### config.mk
export PLATFORM = sky130hd
export DESIGN_NAME = encoder_tick_rate_estimator
export DESIGN_NICKNAME = d
export VERILOG_FILES = /design/src/rtl/core/etre_pkg.sv /design/src/rtl/core/etre_divider.sv /design/src/rtl/core/encoder_tick_rate_estimator.sv
export SDC_FILE = /design/constraint.sdc
export NUM_CORES = 1
export LEC_CHECK = 0
export ABC_AREA = 0
export BUFFER_PORTS_ARGS = -buffer_cell sky130_fd_sc_hd__buf_2
export CORE_MARGIN = 5
export CORE_UTILIZATION = 56
export CTS_CLUSTER_SIZE = 16
export DETAILED_ROUTE_END_ITERATION = 10
export PLACE_DENSITY_LB_ADDON = 0.08
export SETUP_SLACK_MARGIN = 0.5
export SLEW_MARGIN = 20
export SYNTH_ARGS = -nofsm -noshare
export SYNTH_HDL_FRONTEND = slang
export SYNTH_SLANG_ARGS = --single-unit
### constraint.sdc
create_clock -name clk -period 4.5 [get_ports clk]
set_clock_uncertainty 0.1 [all_clocks]
set_input_delay 0.9 -clock clk [delete_from_list [all_inputs] [get_ports clk]]
set_output_delay 0.9 -clock clk [all_outputs]
set_load 0.02 [all_outputs]
### src/rtl/core/etre_pkg.sv
// Package with the word types and fixed constants of the encoder tick rate estimator.
package etre_pkg;

	localparam int COUNT_W = 16;
	localparam int TIME_W  = 32;
	localparam int RATE_W  = 26;
	localparam int MOTOR_W = 2;

	localparam logic [9:0]         RATE_SCALE   = 10'd1000;
	localparam logic [COUNT_W-1:0] COUNT_TOP    = 16'hFFFF;
	localparam logic [RATE_W-1:0]  RATE_SAT     = 26'd65535000;
	localparam logic [COUNT_W-1:0] JITTER_RESET = 16'd30;

	// One divider step per quotient bit.
	localparam int DIV_STEPS = RATE_W;
	localparam int DIV_CNT_W = $clog2(DIV_STEPS + 1);

	typedef struct packed {
		logic [MOTOR_W-1:0] motor_index;
		logic [COUNT_W-1:0] count_now;
		logic [TIME_W-1:0]  time_now;
	} sample_word_t;

	typedef struct packed {
		logic [MOTOR_W-1:0] motor_out;
		logic [COUNT_W-1:0] tick_delta;
		logic [RATE_W-1:0]  tick_rate;
		logic               zero_interval;
	} result_word_t;

	typedef struct packed {
		logic start;
	} div_ctrl_t;

	typedef struct packed {
		logic busy;
		logic done;
	} div_stat_t;

endpackage

### src/rtl/core/etre_divider.sv
// Radix-2 restoring divider that produces one quotient bit per cycle.
module etre_divider (
	input  logic                          clk,
	input  logic                          arst_n,
	input  etre_pkg::div_ctrl_t           ctrl,
	input  logic [etre_pkg::RATE_W-1:0]   dividend,
	input  logic [etre_pkg::TIME_W-1:0]   divisor,
	output etre_pkg::div_stat_t           stat,
	output logic [etre_pkg::RATE_W-1:0]   quotient
);

	logic                            busy_q;
	logic                            done_q;
	logic [etre_pkg::DIV_CNT_W-1:0]  count_q;
	logic [etre_pkg::TIME_W-1:0]     rem_q;
	logic [etre_pkg::RATE_W-1:0]     quo_q;
	logic [etre_pkg::TIME_W-1:0]     div_q;

	logic [etre_pkg::TIME_W:0]       trial;
	logic [etre_pkg::TIME_W:0]       diff;
	logic                            fits;

	// Shift the next dividend bit into the partial remainder and try a subtract.
	always_comb begin
		trial = {rem_q, quo_q[etre_pkg::RATE_W-1]};
		diff  = trial - {1'b0, div_q};
		fits  = !diff[etre_pkg::TIME_W];
	end

	always_ff @(posedge clk or negedge arst_n) begin
		if (!arst_n) begin
			busy_q  <= 1'b0;
			done_q  <= 1'b0;
			count_q <= '0;
		end else begin
			done_q <= 1'b0;
			if (ctrl.start) begin
				busy_q  <= 1'b1;
				count_q <= '0;
			end else if (busy_q) begin
				count_q <= count_q + 1'b1;
				if (count_q == etre_pkg::DIV_CNT_W'(etre_pkg::DIV_STEPS - 1)) begin
					busy_q <= 1'b0;
					done_q <= 1'b1;
				end
			end
		end
	end

	always_ff @(posedge clk) begin
		if (ctrl.start) begin
			rem_q <= '0;
			quo_q <= dividend;
			div_q <= divisor;
		end else if (busy_q) begin
			rem_q <= fits ? diff[etre_pkg::TIME_W-1:0] : trial[etre_pkg::TIME_W-1:0];
			quo_q <= {quo_q[etre_pkg::RATE_W-2:0], fits};
		end
	end

	assign stat.busy = busy_q;
	assign stat.done = done_q;
	assign quotient  = quo_q;

endmodule

### src/rtl/core/encoder_tick_rate_estimator.sv
// Top level of the encoder tick rate estimator: per-motor store, sequencer and output register.
//
// Usage. Samples arrive as words on the sample channel (sample_valid, sample_stall,
// sample); a word is taken at a rising edge where sample_valid is high and
// sample_stall is low. Each word names a motor, its raw 16-bit encoder count and a
// millisecond timestamp. For every sample exactly one result word leaves on the
// result channel (result_valid, result_stall, result) with the motor, the corrected
// tick delta, the rate in ticks per second and a flag for a zero interval.
// The jitter limit is written through cfg_valid/cfg_ready/cfg_data while idle.
// A normal sample goes from acceptance through the multiply, load, 26-step serial divider
// and finish steps to its result word. A zero interval or an out-of-range motor skips
// the divider. One sample is in work at a time, so a new sample is taken only after
// the last one has left the finish step for the output register.
// Reset clears every motor's count to COUNT_START and its timestamp to zero, and the
// jitter limit to 30. While the receiver stalls, the result word is held in the
// output register; the next sample may already be accepted and computed, and it
// waits in the finish step until the output register frees up.
module encoder_tick_rate_estimator #(
	parameter int NUM_MOTORS  = 4,
	parameter int COUNT_START = 32768
) (
	input  logic                          clk,
	input  logic                          arst_n,
	input  logic                          sample_valid,
	output logic                          sample_stall,
	input  etre_pkg::sample_word_t        sample,
	output logic                          result_valid,
	input  logic                          result_stall,
	output etre_pkg::result_word_t        result,
	input  logic                          cfg_valid,
	output logic                          cfg_ready,
	input  logic [etre_pkg::COUNT_W-1:0]  cfg_data
);

	localparam int IDX_W = (NUM_MOTORS > 1) ? $clog2(NUM_MOTORS) : 1;

	// Sequencer codes.
	localparam logic [2:0] ST_IDLE = 3'd0;
	localparam logic [2:0] ST_MUL  = 3'd1;
	localparam logic [2:0] ST_LOAD = 3'd2;
	localparam logic [2:0] ST_DIV  = 3'd3;
	localparam logic [2:0] ST_FIN  = 3'd4;

	logic [2:0]                     state_q;
	logic [etre_pkg::COUNT_W-1:0]   jitter_q;

	// Per-motor history.
	logic [etre_pkg::COUNT_W-1:0]   last_count_q [NUM_MOTORS];
	logic [etre_pkg::TIME_W-1:0]    last_time_q  [NUM_MOTORS];

	// Working registers for the sample in flight.
	logic [etre_pkg::MOTOR_W-1:0]   motor_q;
	logic [etre_pkg::COUNT_W-1:0]   delta_q;
	logic [etre_pkg::TIME_W-1:0]    elapsed_q;
	logic                           in_range_q;
	logic [etre_pkg::RATE_W-1:0]    prod_q;
	logic [etre_pkg::RATE_W-1:0]    rate_q;
	logic                           zero_q;

	logic                           result_valid_q;
	etre_pkg::result_word_t         result_q;

	logic                           accept;
	logic                           out_free;
	logic [IDX_W+1:0]               idx_wide;
	logic [IDX_W-1:0]               idx;
	logic                           in_range;
	logic [etre_pkg::COUNT_W-1:0]   prev_count;
	logic [etre_pkg::TIME_W-1:0]    prev_time;
	logic [etre_pkg::COUNT_W-1:0]   back_step;
	logic [etre_pkg::COUNT_W-1:0]   delta;

	etre_pkg::div_ctrl_t            div_ctrl;
	etre_pkg::div_stat_t            div_stat;
	logic [etre_pkg::RATE_W-1:0]    div_quotient;

	assign accept       = sample_valid && (state_q == ST_IDLE);
	assign sample_stall = (state_q != ST_IDLE);
	assign cfg_ready    = (state_q == ST_IDLE);
	assign out_free     = !result_valid_q || !result_stall;

	// Look up the motor's history and form the corrected tick delta.
	always_comb begin
		idx_wide   = (IDX_W + 2)'(sample.motor_index);
		idx        = idx_wide[IDX_W-1:0];
		in_range   = 5'(sample.motor_index) < 5'(NUM_MOTORS);
		prev_count = last_count_q[idx];
		prev_time  = last_time_q[idx];
		back_step  = prev_count - sample.count_now;
		if (sample.count_now >= prev_count) begin
			delta = sample.count_now - prev_count;
		end else if (back_step > jitter_q) begin
			// A large backward step is a counter wrap; the sum is one short of
			// the true modular distance.
			delta = (etre_pkg::COUNT_TOP - prev_count) + sample.count_now;
		end else begin
			delta = back_step;
		end
	end

	always_ff @(posedge clk or negedge arst_n) begin
		if (!arst_n) begin
			jitter_q <= etre_pkg::JITTER_RESET;
			for (int m = 0; m < NUM_MOTORS; m++) begin
				last_count_q[m] <= etre_pkg::COUNT_W'(COUNT_START);
				last_time_q[m]  <= '0;
			end
		end else begin
			if (cfg_valid && cfg_ready) begin
				jitter_q <= cfg_data;
			end
			if (accept && in_range) begin
				last_count_q[idx] <= sample.count_now;
				last_time_q[idx]  <= sample.time_now;
			end
		end
	end

	// Sequencer: capture, multiply, then either a shortcut or the shared divider.
	always_ff @(posedge clk or negedge arst_n) begin
		if (!arst_n) begin
			state_q <= ST_IDLE;
		end else begin
			unique case (state_q)
				ST_IDLE: begin
					if (accept) state_q <= ST_MUL;
				end
				ST_MUL: begin
					state_q <= ST_LOAD;
				end
				ST_LOAD: begin
					if (!in_range_q || elapsed_q == '0) state_q <= ST_FIN;
					else state_q <= ST_DIV;
				end
				ST_DIV: begin
					if (div_stat.done) state_q <= ST_FIN;
				end
				ST_FIN: begin
					if (out_free) state_q <= ST_IDLE;
				end
				default: begin
					state_q <= ST_IDLE;
				end
			endcase
		end
	end

	always_ff @(posedge clk) begin
		if (accept) begin
			motor_q    <= sample.motor_index;
			delta_q    <= in_range ? delta : '0;
			elapsed_q  <= sample.time_now - prev_time;
			in_range_q <= in_range;
		end
		if (state_q == ST_MUL) begin
			prod_q <= etre_pkg::RATE_W'(delta_q) * etre_pkg::RATE_W'(etre_pkg::RATE_SCALE);
		end
		if (state_q == ST_LOAD) begin
			if (!in_range_q) begin
				rate_q <= '0;
				zero_q <= 1'b0;
			end else if (elapsed_q == '0) begin
				rate_q <= etre_pkg::RATE_SAT;
				zero_q <= 1'b1;
			end else begin
				zero_q <= 1'b0;
			end
		end
		if (state_q == ST_DIV && div_stat.done) begin
			rate_q <= div_quotient;
		end
	end

	assign div_ctrl.start = (state_q == ST_LOAD) && in_range_q && (elapsed_q != '0);

	etre_divider u_divider (
		.clk      (clk),
		.arst_n   (arst_n),
		.ctrl     (div_ctrl),
		.dividend (prod_q),
		.divisor  (elapsed_q),
		.stat     (div_stat),
		.quotient (div_quotient)
	);

	// Output register: holds a word while the receiver stalls.
	always_ff @(posedge clk or negedge arst_n) begin
		if (!arst_n) begin
			result_valid_q <= 1'b0;
		end else if (state_q == ST_FIN && out_free) begin
			result_valid_q <= 1'b1;
		end else if (!result_stall) begin
			result_valid_q <= 1'b0;
		end
	end

	always_ff @(posedge clk) begin
		if (state_q == ST_FIN && out_free) begin
			result_q.motor_out     <= motor_q;
			result_q.tick_delta    <= delta_q;
			result_q.tick_rate     <= rate_q;
			result_q.zero_interval <= zero_q;
		end
	end

	assign result_valid = result_valid_q;
	assign result       = result_q;

endmodule

---- Word-level counts from Yosys, hierarchy flattened ----
Cells that the tools add are included.
W data, S select, Z words.
cells by class
  shifts and indexed selects .............. 0
  add/sub/neg operators ................... 7
  equality and inequality tests ........... 9
  divide/modulo/power cells ............... 0
  order comparisons ....................... 4
  multiply operators ...................... 1
  reductions and logical operators ........ 19
  mux-type cells .......................... 36
  bitwise logic cells ..................... 1
operators by type and width
  operator                  count
  $mux W26                  5
  $bwmux W128               1
  $mux W32                  4
  $mux W16                  5
  $bmux W32 S2              1
  $bwmux W64                1
  $demux W32 S2             1
  $sub A33 B32 Y33          1
  $bmux W16 S2              1
  $demux W16 S2             1
  $logic_not A32 Y1         1
  $reduce_bool A32 Y1       1
  $sub A16 B16 Y16          2
  $sub A32 B32 Y32          1
  $mul A16 B7 Y23 const B   1
  $add A16 B16 Y16          1
  $ge A16 B16 Y1            1
  $gt A16 B16 Y1            1
  $sub A16 B16 Y16 const A  1
  $pmux W3 S5               1
  $mux W3                   4
  $mux W5                   2
  $mux W1                   9
  $eq A3 B2 Y1 const B      2
  17 further kinds          28
word-level totals
  word-level logic and storage cells ...... 105
  input bits .............................. 71
  bits in latches ......................... 0
  register bits ........................... 454
  memory bits (writable) .................. 0
  bits in read-only memories .............. 0
  memories ................................ 0

---- Logic depth before layout (Yosys ltp) ----
Gate-level depths: netlist (run 1).
  depth in word-level cells ............... 8
  depth in mapped cells ................... 26

---- Cells and area by module ----
Synthesis (run 1) repeated with hierarchy kept, for this count alone.
second synthesis, totals
  cells, all modules ...................... 2281
  area, all modules ....................... 26111.3 um^2
by module, submodules not included
  module                       cells each  instances  area each (um^2)
  encoder_tick_rate_estimator  1716        1          20474.6
  etre_divider                 565         1          5636.7

---- Worst setup path before layout (run 1) ----
No wires, ideal clock.
  path kind ............................... input to register
  start point ............................. input sample[48] in the netlist's numbering
  end point ............................... register delta_q[8] in the netlist's numbering, data pin
  arrival ................................. 6.007 ns
  stages on the path ...................... 24
  library setup time ...................... 0.268 ns
  setup slack ............................. -1.875 ns
  path buffers ............................ 3
  path through ............................ clkbuf_1 > clkbuf_1 > mux4_2 > ha_1 > a21o_1 > a21oi_1 > o21bai_1 > a21o_1 > a31oi_1 > o21a_1 > o21ai_0 > xor2_1 > ha_1 > nand3_1 > nor2_1 > nand2_1 > or2_2 > o21ai_0 > nor3_1 > nor2_1 > buf_1 > mux2i_1 > mux2i_1 > xnor2_1
between the ends
  cells in the longest elaborated chain, start to end .. 8
RTL lines
  item                                                       line                                                                  text
  from (decl)                                                encoder_tick_rate_estimator.sv:26                                     input etre_pkg::sample_word_t sample,
  $not A2 Y3 (implied by the code) *                         encoder_tick_rate_estimator.sv:87                                     prev_count = last_count_q[idx];
  $bmux W16 S2 *                                             encoder_tick_rate_estimator.sv:87
  $mux W16 (implied by the code) * (2 in series)             encoder_tick_rate_estimator.sv:87
  $sub A16 B16 Y16 (on tied branches)                        encoder_tick_rate_estimator.sv:95, encoder_tick_rate_estimator.sv:89
  $add A16 B16 Y16 / $gt A16 B16 Y1 (equally long branches)  encoder_tick_rate_estimator.sv:95, encoder_tick_rate_estimator.sv:92
  $mux W16                                                   encoder_tick_rate_estimator.sv:92                                     end else if (back_step > jitter_q) begin
  $mux W16 *                                                 encoder_tick_rate_estimator.sv:90                                     if (sample.count_now >= prev_count) begin
  net delta (one bit)                                        encoder_tick_rate_estimator.sv:71                                     logic [etre_pkg::COUNT_W-1:0] delta;
  to (signal assigned)                                       encoder_tick_rate_estimator.sv:151                                    delta_q <= in_range ? delta : '0;
  to (decl)                                                  encoder_tick_rate_estimator.sv:53                                     logic [etre_pkg::COUNT_W-1:0] delta_q;
Mark *: on every way through the listed nets, which the timed path passes. The rest lies on a longest branch. The select of a mux whose other input is x is not followed.
A chain may end at the register's enable or synchronous reset.

---- Worst setup path in the final report (run 1) ----
  start point ............................. input sample[48] in the netlist's numbering
  end point ............................... register delta_q[12] in the netlist's numbering, data pin
The elaborated chain is that of the path after synthesis.

==> run_results.csv, run 1 <==
group,metric,value,unit
status,outcome,"complete, but fails checks",
status,violations,"setup timing",
timing,min_period,4.792,ns
route,first_pass_iters,5,
cells_and_area,finalInstanceArea,30800,um^2
logic_synthesis,synth_edf_count,203,
timing,fin_ws,-0.2923,ns
cts,path_clk_slew,0.06,ns
grt,antenna_found_initial,5,
route,drt-initial-drc-count,1021,
worst_setup_path,start_kind,"input pin",
die,die-area,49800,um^2
timing,report.final.slew_viol_count,0,
placed_design,post-dp-hpwl,42.66,mm
logic_synthesis,synth_top_area_share,0.2396,
cells_and_area,final_layout_size_suffix_gt1_frac,0.2934,
grt,grt_util_all_layers,0.2319,
die,io_pins,119,
die,core,45190,um^2
route,vias_per_cell,5.471,
die,initial_core_util,0.5631,
route,ant_nets,0,
logic_synthesis,synth_most_common_cell,"nand2_1",
cts,clock_sinks,454,
worst_setup_path,path_cells,"buf_12 > mux4_2 > inv_2 > ha_4 > fa_2 > inv_2 > a21o_1 > a21oi_2 > o21bai_1 > a21o_1 > buf_6 > a221oi_4 > xnor2_1 > ha_1 > nand3_2 > nor2_2 > nand2_2 > or2_4 > o21ai_2 > nor3_2 > or2_2 > or3_1 > a31oi_1 > a21o_1",
timing,finalCritPeriodShare,1.065,
die,rows,78,
logic_synthesis,syn_nets,2531,
placed_design,postPlaceCellArea,28530,um^2
worst_setup_path,end_kind,"flop",
worst_setup_path,crit_slowest_cell,"mux4_2",
worst_setup_path,path_delay_family,"simple AND/OR/NAND/NOR gates",
cts,cts_tree,"built",
timing,tightest_slew,1.032,ns
grt,grt_overflow,0,
worst_setup_path,setup.worst_path.class,"in -> reg",
logic_synthesis,synth_top_area_cell,"edfxtp_1",
cells_and_area,synthToLayoutAreaGrowth,21.05,%
worst_setup_path,crit_fanout,6,
timing,rsz0062_at_grt,"yes",
worst_setup_path,path_buf_inv,4,
cts,clk_path_buf_depth,3,
timing,max-slew-margin-rel,0.3114,
logic_synthesis,yosys.cell_types.count,70,
worst_setup_path,critPathArrivalTime,5.13,ns
worst_setup_path,required,4.84,ns
power,power.density,940.9,nW/um^2
cts,cts_buffers,48,
grt,grt_pass1_vias,18004,
power,p_leak,13.96,nW
flow_run,cap_violations,0,
route,routedWlPerCell,17.76,um
logic_synthesis,yosys-top-cells-count,"nand2_1 (240), inv_1 (217), dfrtp_1 (211), edfxtp_1 (203), ha_1 (166)",
timing,final.setup.tns,-4.099,ns
min_path,hp-class,"in -> async",
cts,htree_levels,2,
cts,ctsHoldBuffers,0,
logic_synthesis,avgSynthCellArea,11.38,um^2
power,finalPower,28.98,mW
timing,fmax,208.7,MHz
logic_synthesis,netlist_area,25440,um^2
worst_setup_path,cp_common_cell,"a21o_1",
timing,finalSetupViolations,21,
timing,hold_viol_final,0,
logic_synthesis,async_flop_share,0.4824,
logic_synthesis,yosys-top-cells-area,"edfxtp_1 (24%), dfrtp_1 (21%), ha_1 (8.2%)",
placed_design,place_congestion,0.8964,
cts,clk_latency,0.58,ns
die,dieWidth,223.2,um
worst_setup_path,cp_slowest_stage_delay,0.52,ns
logic_synthesis,yosysSeqAreaShare,0.4806,
grt,grt_pass1_wl,94.31,mm
route,wl,57.66,mm
timing,hold_slack,0.2813,ns
cells_and_area,nets,2901,
logic_synthesis,yosysWarningCount,0,
placed_design,io_buffers,118,
grt,grt_max_degree,125,
power,irDropWorstVdd,0.8517,mV
die,die_height,223.2,um
route,post-route-drc-count,0,
logic_synthesis,synthFlopType,"dfrtp_1",
cts,cts-root-buf,"clkbuf_16",
route,vias,17765,
logic_synthesis,yosys_register_bits,454,
logic_synthesis,postSynthCellCount,2236,
placed cells by master, fill, tap and decap left out, drive strengths merged, types with 11 or more instances in the layout:
cell / instances
xnor2: 75
xor2: 32
nand3: 16
nor4: 11
o211ai: 11
nor3: 20
o21a: 16
mux2: 144
nand4: 18
and2: 15
mux4: 48
inv: 219
dfxtp: 32
o21bai: 19
edfxtp: 203
or3: 19
buf: 406
a21oi: 104
clkbuf: 65
o21ai: 154
a31oi: 34
ha: 166
nand2: 240
nor2b: 12
clkinv: 17
nand2b: 13
a21o: 69
mux2i: 11
dfrtp: 211
nor2: 82
fa: 58
report_power, final:
part	switching [mW]	total (mW)	internal, mW	leakage [nW]
Sequential	0.713	7.18	6.47	4.97
Clock	1.62	3.92	2.31	0.774
Combinational	8.76	17.9	9.11	8.22
cell type report:
type / instances / area, um^2
diodes: 2 / 5.005
clock inverters: 24 / 252.7
repair buffers: 406 / 2895
well taps: 600 / 750.7
clock buffers: 65 / 1326
inverters: 218 / 818.3
multi-input cells: 1478 / 12520
fillers: 3459 / 14390
flip-flops and latches: 454 / 12230
layer usage:
metal | wire length (um) | vias to the layer above | track usage
met5 | 27 | - | 0
met4 | 957 | 4 | 0.04822
met3 | 2510 | 63 | 0.03474
met2 | 27020 | 321 | 0.3743
met1 | 27140 | 8711 | 0.3391
li1 | - | 8666 | -
final timing paths:
check,start,endpoint,slack [ns],cells past startpoint
max,sample[48],delta_q[12]$_DFFE_PP_,-0.29,24
min,arst_n,last_count_q[28]$_DFFE_PN0P_,0.28,1
max reg2reg,last_count_q[32]$_DFFE_PN0P_,delta_q[12]$_DFFE_PP_,-0.21,23
min reg2reg,rate_q[8]$_SDFFCE_PN0P_,result[9]$_DFFE_PP_,0.32,0
max in group asynchronous,arst_n,last_time_q[22]$_DFFE_PN0P_,3.03,2
min in group clk,rate_q[8]$_SDFFCE_PN0P_,result[9]$_DFFE_PP_,0.32,0
registers in the layout (all words and copies together), names as in the netlist, 23 cells and up:
name                count
u_divider.rem_q        32
u_divider.quotient     26
elapsed_q              32
u_divider.div_q        32
result                 45
rate_q                 26
last_time_q           128
last_count_q           64
prod_q                 23
metrics by stage:
step                setup slack (ns)  instances  utilization
finish                       -0.2923       3247       0.6816
global route                 -0.5192       3246       0.6815
CTS                          -0.2612       3233       0.6760
detailed placement            -1.101       3114       0.6315
global placement             -0.9914       3114       0.6315
floorplan                    -0.8732       2236            -
logic make-up (layout without fill, tap and decap cells):
| kind of cell | count (synthesis) | after routing | synth area share |
|---|---|---|---|
| other | 0 | 2 | 0 |
| DFF | 454 | 454 | 0.4806 |
| AOI/OAI and AO/OA | 470 | 470 | 0.1154 |
| xor gates and xnor gates | 107 | 107 | 0.03713 |
| buffers and inverters | 304 | 713 | 0.04529 |
| muxes | 203 | 203 | 0.1105 |
| and+or+nand+nor | 474 | 474 | 0.08380 |
| adders and majority gates | 224 | 224 | 0.1273 |
repair_timing:
item / CTS / global route
endpoints found under the setup margin: 43 / 61
gates resized for setup: 42 / 28
pin swaps: 47 / 31
setup buffers: 30 / 12
Note: power is estimated with default switching activity, not from simulation.
==> inputs of run 2 (changes only) <==
--- a/config.mk
+++ b/config.mk
@@ -11,7 +11,7 @@
 export CORE_UTILIZATION = 56
 export CTS_CLUSTER_SIZE = 16
 export DETAILED_ROUTE_END_ITERATION = 10
-export PLACE_DENSITY_LB_ADDON = 0.08
+export PLACE_DENSITY_LB_ADDON = 0.1
 export SETUP_SLACK_MARGIN = 0.5
 export SLEW_MARGIN = 20
 export SYNTH_ARGS = -nofsm -noshare
==> run 2 against run 1 <==
Compared with the run above:
- the run still ends with setup timing left
- combinational power barely moved
- sequential cell count unchanged
- global-route usage is 0.45 points higher
- final area up 1.3%
- via count up 1.1%
==> run_results.csv, run 2 (synthesis gave the netlist of run 1 again) <==
group,metric,value,unit
die,core,45190,um^2
cells_and_area,synthToLayoutAreaGrowth,22.64,%
cts,clock_sinks,454,
power,p_sw,11.19,mW
power,internal-power,17.96,mW
grt,grt_pass1_wl,96.23,mm
cells_and_area,largest_register_ffs,128,
cts,clk_latency,0.60,ns
cells_and_area,nets,2907,
power,seq_power_share,0.246,
timing,report.final.slew_viol_count,0,
worst_setup_path,end_kind,"flop",
cells_and_area,final_common_cell,"buf_4",
timing,hold_slack,0.2522,ns
placed_design,io_buffers,118,
route,routedWlPerCell,18.13,um
worst_setup_path,ff2ff_path_depth,15,
route,first_pass_iters,8,
status,outcome,"complete, but fails checks",
timing,fmax,211.7,MHz
worst_setup_path,rr_startpoint,"delta_q[1]$_DFFE_PP_",
die,initial_core_util,0.5631,
timing,min_period,4.725,ns
timing,finalCritPeriodShare,1.050,
worst_setup_path,start_kind,"input pin",
power,irDropWorstVdd,0.9051,mV
die,die_height,223.2,um
cells_and_area,top_register,"last_time_q",
min_path,hp-class,"in -> async",
grt,grt_overflow,0,
timing,rsz0062_at_grt,"yes",
status,violations,"setup timing",
timing,fin_ws,-0.2248,ns
grt,antenna_found_initial,3,
worst_setup_path,setup.worst_path.class,"in -> reg",
timing,finalSetupViolations,20,
cells_and_area,fillers,3330,
die,rows,78,
route,wl,58.95,mm
timing,max-slew-margin-rel,0.3010,
placed_design,post-dp-hpwl,42.06,mm
power,combPwrFrac,0.618,
grt,grt_util_all_layers,0.2363,
cts,htree_levels,2,
timing,tightest_slew,1.047,ns
cts,path_clk_slew,0.06,ns
route,drt-initial-drc-count,1045,
worst_setup_path,critPathArrivalTime,4.96,ns
worst_setup_path,crit_start,"sample[48]",
flow_run,cap_violations,0,
power,clockPowerShare,0.136,
worst_setup_path,required,4.73,ns
placed_design,place_congestion,0.8944,
route,post-route-drc-count,0,
power,p_leak,14.10,nW
grt,grt_max_degree,105,
grt,grt_pass1_vias,18225,
route,ant_nets,0,
timing,hold_viol_final,0,
cts,ctsHoldBuffers,0,
worst_setup_path,rrSetupSlack,-0.19,ns
worst_setup_path,cp-endpoint,"delta_q[7]$_DFFE_PP_",
worst_setup_path,r2r_end,"prod_q[25]$_DFFE_PP_",
cts,cts_tree,"built",
route,vias_per_cell,5.527,
timing,final.setup.tns,-2.962,ns
die,dieWidth,223.2,um
cts,clk_path_buf_depth,3,
die,die-area,49800,um^2
die,io_pins,119,
cts,cts_buffers,48,
worst_setup_path,crit_fanout,7,
power,power.density,934.2,nW/um^2
power,p_sw_frac,0.3840,
route,vias,17969,
cts,cts-root-buf,"clkbuf_16",
cells_and_area,final_layout_size_suffix_gt1_frac,0.3053,
cells_and_area,final_cell_mix,"buf_4 (263), nand2_1 (237), dfrtp_1 (211)",
run 2: timing repair:
action                     CTS  global route
pin swaps                   74            72
buffers inserted            39            13
cloned                       2             0
gates resized for setup     76            53
setup endpoints to repair   44            41
run 2: worst min path at each step:
stage                                              end  slack [ns]  cells past startpoint
after floorplan                    result[0]$_DFFE_PP_        0.30                      0
after global placement            result[16]$_DFFE_PP_        0.30                      0
after detailed placement          result[17]$_DFFE_PP_        0.31                      0
after CTS                 last_count_q[58]$_DFFE_PN0P_        0.26                      1
after global routing      last_count_q[42]$_DFFE_PN0P_        0.30                      1
final                     last_count_q[58]$_DFFE_PN0P_        0.25                      1
run 2: critical path, stage by stage:
cell      delay [ns]
buf_12          0.10
mux4_2          0.52
inv_2           0.09
ha_4            0.14
fa_2            0.20
inv_2           0.04
a21o_1          0.16
a21oi_2         0.16
o21bai_1        0.08
a21o_2          0.27
a31oi_4         0.22
o21ai_2         0.07
xor2_1          0.16
ha_1            0.29
nand4_1         0.10
nor2_2          0.11
nand2_2         0.06
or2_4           0.24
o21ai_4         0.14
nor3_4          0.06
buf_4           0.15
buf_4           0.13
buf_6           0.11
nor3_4          0.16
a211oi_2        0.05
a21oi_1         0.16
xnor2_1         0.09
run 2: cell type report:
cell class	count	area (um^2)	area share
Timing Repair Buffer	412	3060	0.09808
Tap cell	600	750.7	0.02406
Multi-Input combinational cell	1478	12760	0.4089
Antenna cell	1	2.502	0.00008020
Inverter	218	820.8	0.02630
Sequential cell	454	12230	0.3918
Clock inverter	14	141.4	0.004531
Clock buffer	74	1441	0.04619
run 2: layer usage:
| layer | vias to the layer above | global-route usage | wire length, um |
|---|---|---|---|
| met4 | 4 | 0.05079 | 1158 |
| met5 | - | 0 | 21 |
| li1 | 8689 | - | - |
| met2 | 350 | 0.3802 | 27700 |
| met3 | 74 | 0.03789 | 2793 |
| met1 | 8852 | 0.3443 | 27280 |
run 2: metrics by stage:
| step | setup slack (ns) | utilization | instance area, um^2 | cells | power (mW) |
|---|---|---|---|---|---|
| finish | -0.2248 | 0.6906 | 31200 | 3251 | 29.15 |
| global route | -0.4759 | 0.6905 | 31200 | 3250 | 31.56 |
| detailed placement | -1.037 | 0.6308 | 28500 | 3108 | 23.00 |
| CTS | -0.2488 | 0.6814 | 30790 | 3237 | 28.33 |
| global placement | -0.9761 | 0.6308 | 28500 | 3108 | 22.59 |
| floorplan | -0.8732 | - | 25660 | 2236 | 18.12 |
run 2: power groups by stage:
stage | registers [mW] | clock network, mW | logic (mW)
finish | 7.18 | 3.96 | 18.0
global placement | 7.17 | 0 | 15.4
CTS | 7.18 | 4.04 | 17.1
global route | 7.34 | 4.22 | 20.0
detailed placement | 7.25 | 0 | 15.7
floorplan | 6.99 | 0 | 11.1
==> inputs of run 3 (changes only) <==
--- a/config.mk
+++ b/config.mk
@@ -5,10 +5,11 @@
 export SDC_FILE = /design/constraint.sdc
 export NUM_CORES = 1
 export LEC_CHECK = 0
-export ABC_AREA = 0
+export ABC_AREA = 1
 export BUFFER_PORTS_ARGS = -buffer_cell sky130_fd_sc_hd__buf_2
+export CAP_MARGIN = 0
 export CORE_MARGIN = 5
-export CORE_UTILIZATION = 56
+export CORE_UTILIZATION = 57
 export CTS_CLUSTER_SIZE = 16
 export DETAILED_ROUTE_END_ITERATION = 10
 export PLACE_DENSITY_LB_ADDON = 0.1
==> run 3 against run 2 <==
Compared with the run above:
- fmax is 11% higher
- critical path type is now reg -> reg
- final area is 7.5% higher
- worst hold slack worse by 0.051 ns
- clock-buffer cell count is 14 lower
- the flow now finishes without violations
- via count is 27% higher
- global-route usage is 3.7 points higher
==> run_results.csv, run 3 <==
group,metric,value,unit
logic_synthesis,yosysWarningCount,0,
route,ant_nets,0,
worst_setup_path,required,4.75,ns
worst_setup_path,crit_fanout,6,
cells_and_area,synthToLayoutAreaGrowth,21.95,%
worst_setup_path,start_kind,"flop",
timing,tightest_slew,1.030,ns
logic_synthesis,synthFlopType,"dfrtp_1",
die,die_height,229.7,um
worst_setup_path,setup.worst_path.class,"reg -> reg",
grt,antenna_found_initial,2,
route,wl,74.71,mm
placed_design,io_buffers,118,
logic_synthesis,async_flop_share,0.4824,
logic_synthesis,yosys_register_bits,454,
worst_setup_path,rrSetupSlack,0.23,ns
timing,max-slew-margin-rel,0.3116,
route,vias,22796,
cts,htree_levels,2,
die,die-area,52740,um^2
logic_synthesis,syn_nets,3530,
placed_design,post-dp-hpwl,53.47,mm
timing,fmax,234.1,MHz
logic_synthesis,yosys.cell_types.count,50,
cells_and_area,final_common_cell,"nand2_1",
route,post-route-drc-count,0,
grt,grt_util_all_layers,0.2738,
cts,clk_path_buf_depth,3,
timing,min_period,4.272,ns
die,initial_core_util,0.5760,
cells_and_area,largest_register_ffs,128,
die,core,47750,um^2
worst_setup_path,end_kind,"flop",
route,first_pass_iters,5,
grt,grt_overflow,0,
flow_run,cap_violations,0,
cts,clock_sinks,454,
cts,cts_tree,"built",
cells_and_area,top_register,"last_time_q",
logic_synthesis,synth_most_common_cell,"nand2_1",
timing,rsz0062_at_grt,"yes",
cells_and_area,fin_util,0.7024,
grt,grt_max_degree,105,
min_path,hp-class,"in -> async",
placed_design,place_congestion,0.9406,
cts,cts_buffers,46,
logic_synthesis,synth_edf_count,203,
status,outcome,"complete, no violations",
logic_synthesis,synth_top_area_cell,"edfxtp_1",
cts,path_clk_slew,0.07,ns
grt,grt_pass1_wl,118.0,mm
die,dieWidth,229.7,um
timing,finalCritPeriodShare,0.9494,
logic_synthesis,yosys-top-cells-count,"nand2_1 (809), inv_1 (563), dfrtp_1 (211), edfxtp_1 (203), nor2_1 (203)",
grt,grt_pass1_vias,22524,
logic_synthesis,netlist_area,27500,um^2
cts,cts-root-buf,"clkbuf_16",
timing,hold_viol_final,0,
timing,final.setup.tns,0,ns
cells_and_area,final_cells,4212,
cells_and_area,nets,3854,
logic_synthesis,avgSynthCellArea,8.502,um^2
logic_synthesis,yosys-top-cells-area,"edfxtp_1 (22%), dfrtp_1 (19%), nand2_1 (11%)",
logic_synthesis,postSynthCellCount,3235,
route,vias_per_cell,5.412,
cells_and_area,final_cell_mix,"nand2_1 (739), inv_1 (517), buf_4 (218)",
logic_synthesis,yosysSeqAreaShare,0.4446,
cts,clk_latency,0.60,ns
die,rows,80,
logic_synthesis,synth_top_area_share,0.2216,
timing,finalSetupViolations,0,
worst_setup_path,critPathArrivalTime,4.52,ns
route,drt-initial-drc-count,1780,
die,io_pins,119,
route,routedWlPerCell,17.74,um
cells_and_area,final_layout_size_suffix_gt1_frac,0.2308,
timing,report.final.slew_viol_count,0,
placed_design,dp.cells,4017,
-- run 3: cell types whose count changed in the layout (fill, tap and decap cells not counted), moves of 45 or more --
cell | previous run | this run
nand2_1 | 237 | 739
inv_1 | 198 | 517
nor2_1 | 75 | 180
nand3_1 | 13 | 115
mux2_2 | 143 | 61
nand2_2 | 3 | 65
a21o_1 | 68 | 7
mux4_2 | 48 | 0
o21ai_0 | 135 | 181
a21oi_1 | 86 | 131
buf_4 | 263 | 218
-- run 3: metal layers --
metal | wire (um) | track usage
met1 | 33650 | 0.3928
met2 | 34360 | 0.4399
met3 | 4515 | 0.04429
met4 | 2173 | 0.06954
met5 | 13 | 0
-- run 3: critical path, stage by stage (launching register included) --
cell and delay [ns]:
edfxtp_1 0.46, inv_4 0.13, fa_1 0.45, fa_2 0.60, fa_2 0.43, fa_1 0.53
inv_1 0.07, ha_4 0.33, nand2_2 0.11, nor2_1 0.20, o21ai_1 0.14, nand2_1 0.16
a21oi_2 0.06, o21bai_1 0.17, xor2_1 0.09
-- run 3: path summary, 6_finish.rpt --
kind / from / to / depth (start not counted)
setup / recovery: delta_q[5]$_DFFE_PP_ / prod_q[19]$_DFFE_PP_ / 14
hold / removal: arst_n / last_time_q[48]$_DFFE_PN0P_ / 1
setup reg to reg: delta_q[5]$_DFFE_PP_ / prod_q[19]$_DFFE_PP_ / 14
hold reg to reg: rate_q[17]$_SDFFCE_PN1P_ / result[18]$_DFFE_PP_ / 0
max in group asynchronous: arst_n / last_count_q[47]$_DFFE_PN1P_ / 2
min in group clk: rate_q[17]$_SDFFCE_PN1P_ / result[18]$_DFFE_PP_ / 0
-- run 3: cell families (layout without fill, tap and decap cells) --
logic type	after synthesis	count (layout)	share of synthesized area
and+or+nand+nor	1226	1228	0.1812
DFF	454	454	0.4446
buffers and inverters	663	1022	0.09563
muxes	63	63	0.02579
other	0	1	0
xor gates and xnor gates	92	92	0.02930
AOI/OAI and AO/OA	513	513	0.1058
adders and majority gates	224	224	0.1177
-- run 3: cell type report --
class / instances / area (um^2)
Sequential cell: 454 / 12230
Antenna cell: 1 / 2.502
Tap cell: 615 / 769.5
Multi-Input combinational cell: 2120 / 14240
Clock buffer: 60 / 1254
Inverter: 575 / 2183
Clock inverter: 25 / 277.8
Fill cell: 3687 / 14210
Timing Repair Buffer: 362 / 2581
-- run 3: timing repair --
item / CTS / global route
pin swaps: 84 / 98
gates resized for setup: 156 / 183
buffers inserted: 72 / 35
setup endpoints to repair: 29 / 30
hold buffers: 0 / 0
cloned: 0 / 2
-- run 3: metrics by stage --
stage | setup slack [ns] | area [um^2] | hold slack [ns]
6_report | 0.2275 | 33540 | 0.2009
3_5_place_dp | -0.4589 | 29700 | 0.3045
2_1_floorplan | 0.1648 | 27730 | 0.3003
4_1_cts | 0.3627 | 32470 | 0.2557
3_3_place_gp | -0.3210 | 29700 | 0.3013
5_1_grt | 0.1341 | 33540 | 0.2728
Power of run 3 is left out: the tool's default activity adds up to more than one toggle a clock period on the data nets, which glitch-free logic cannot reach.
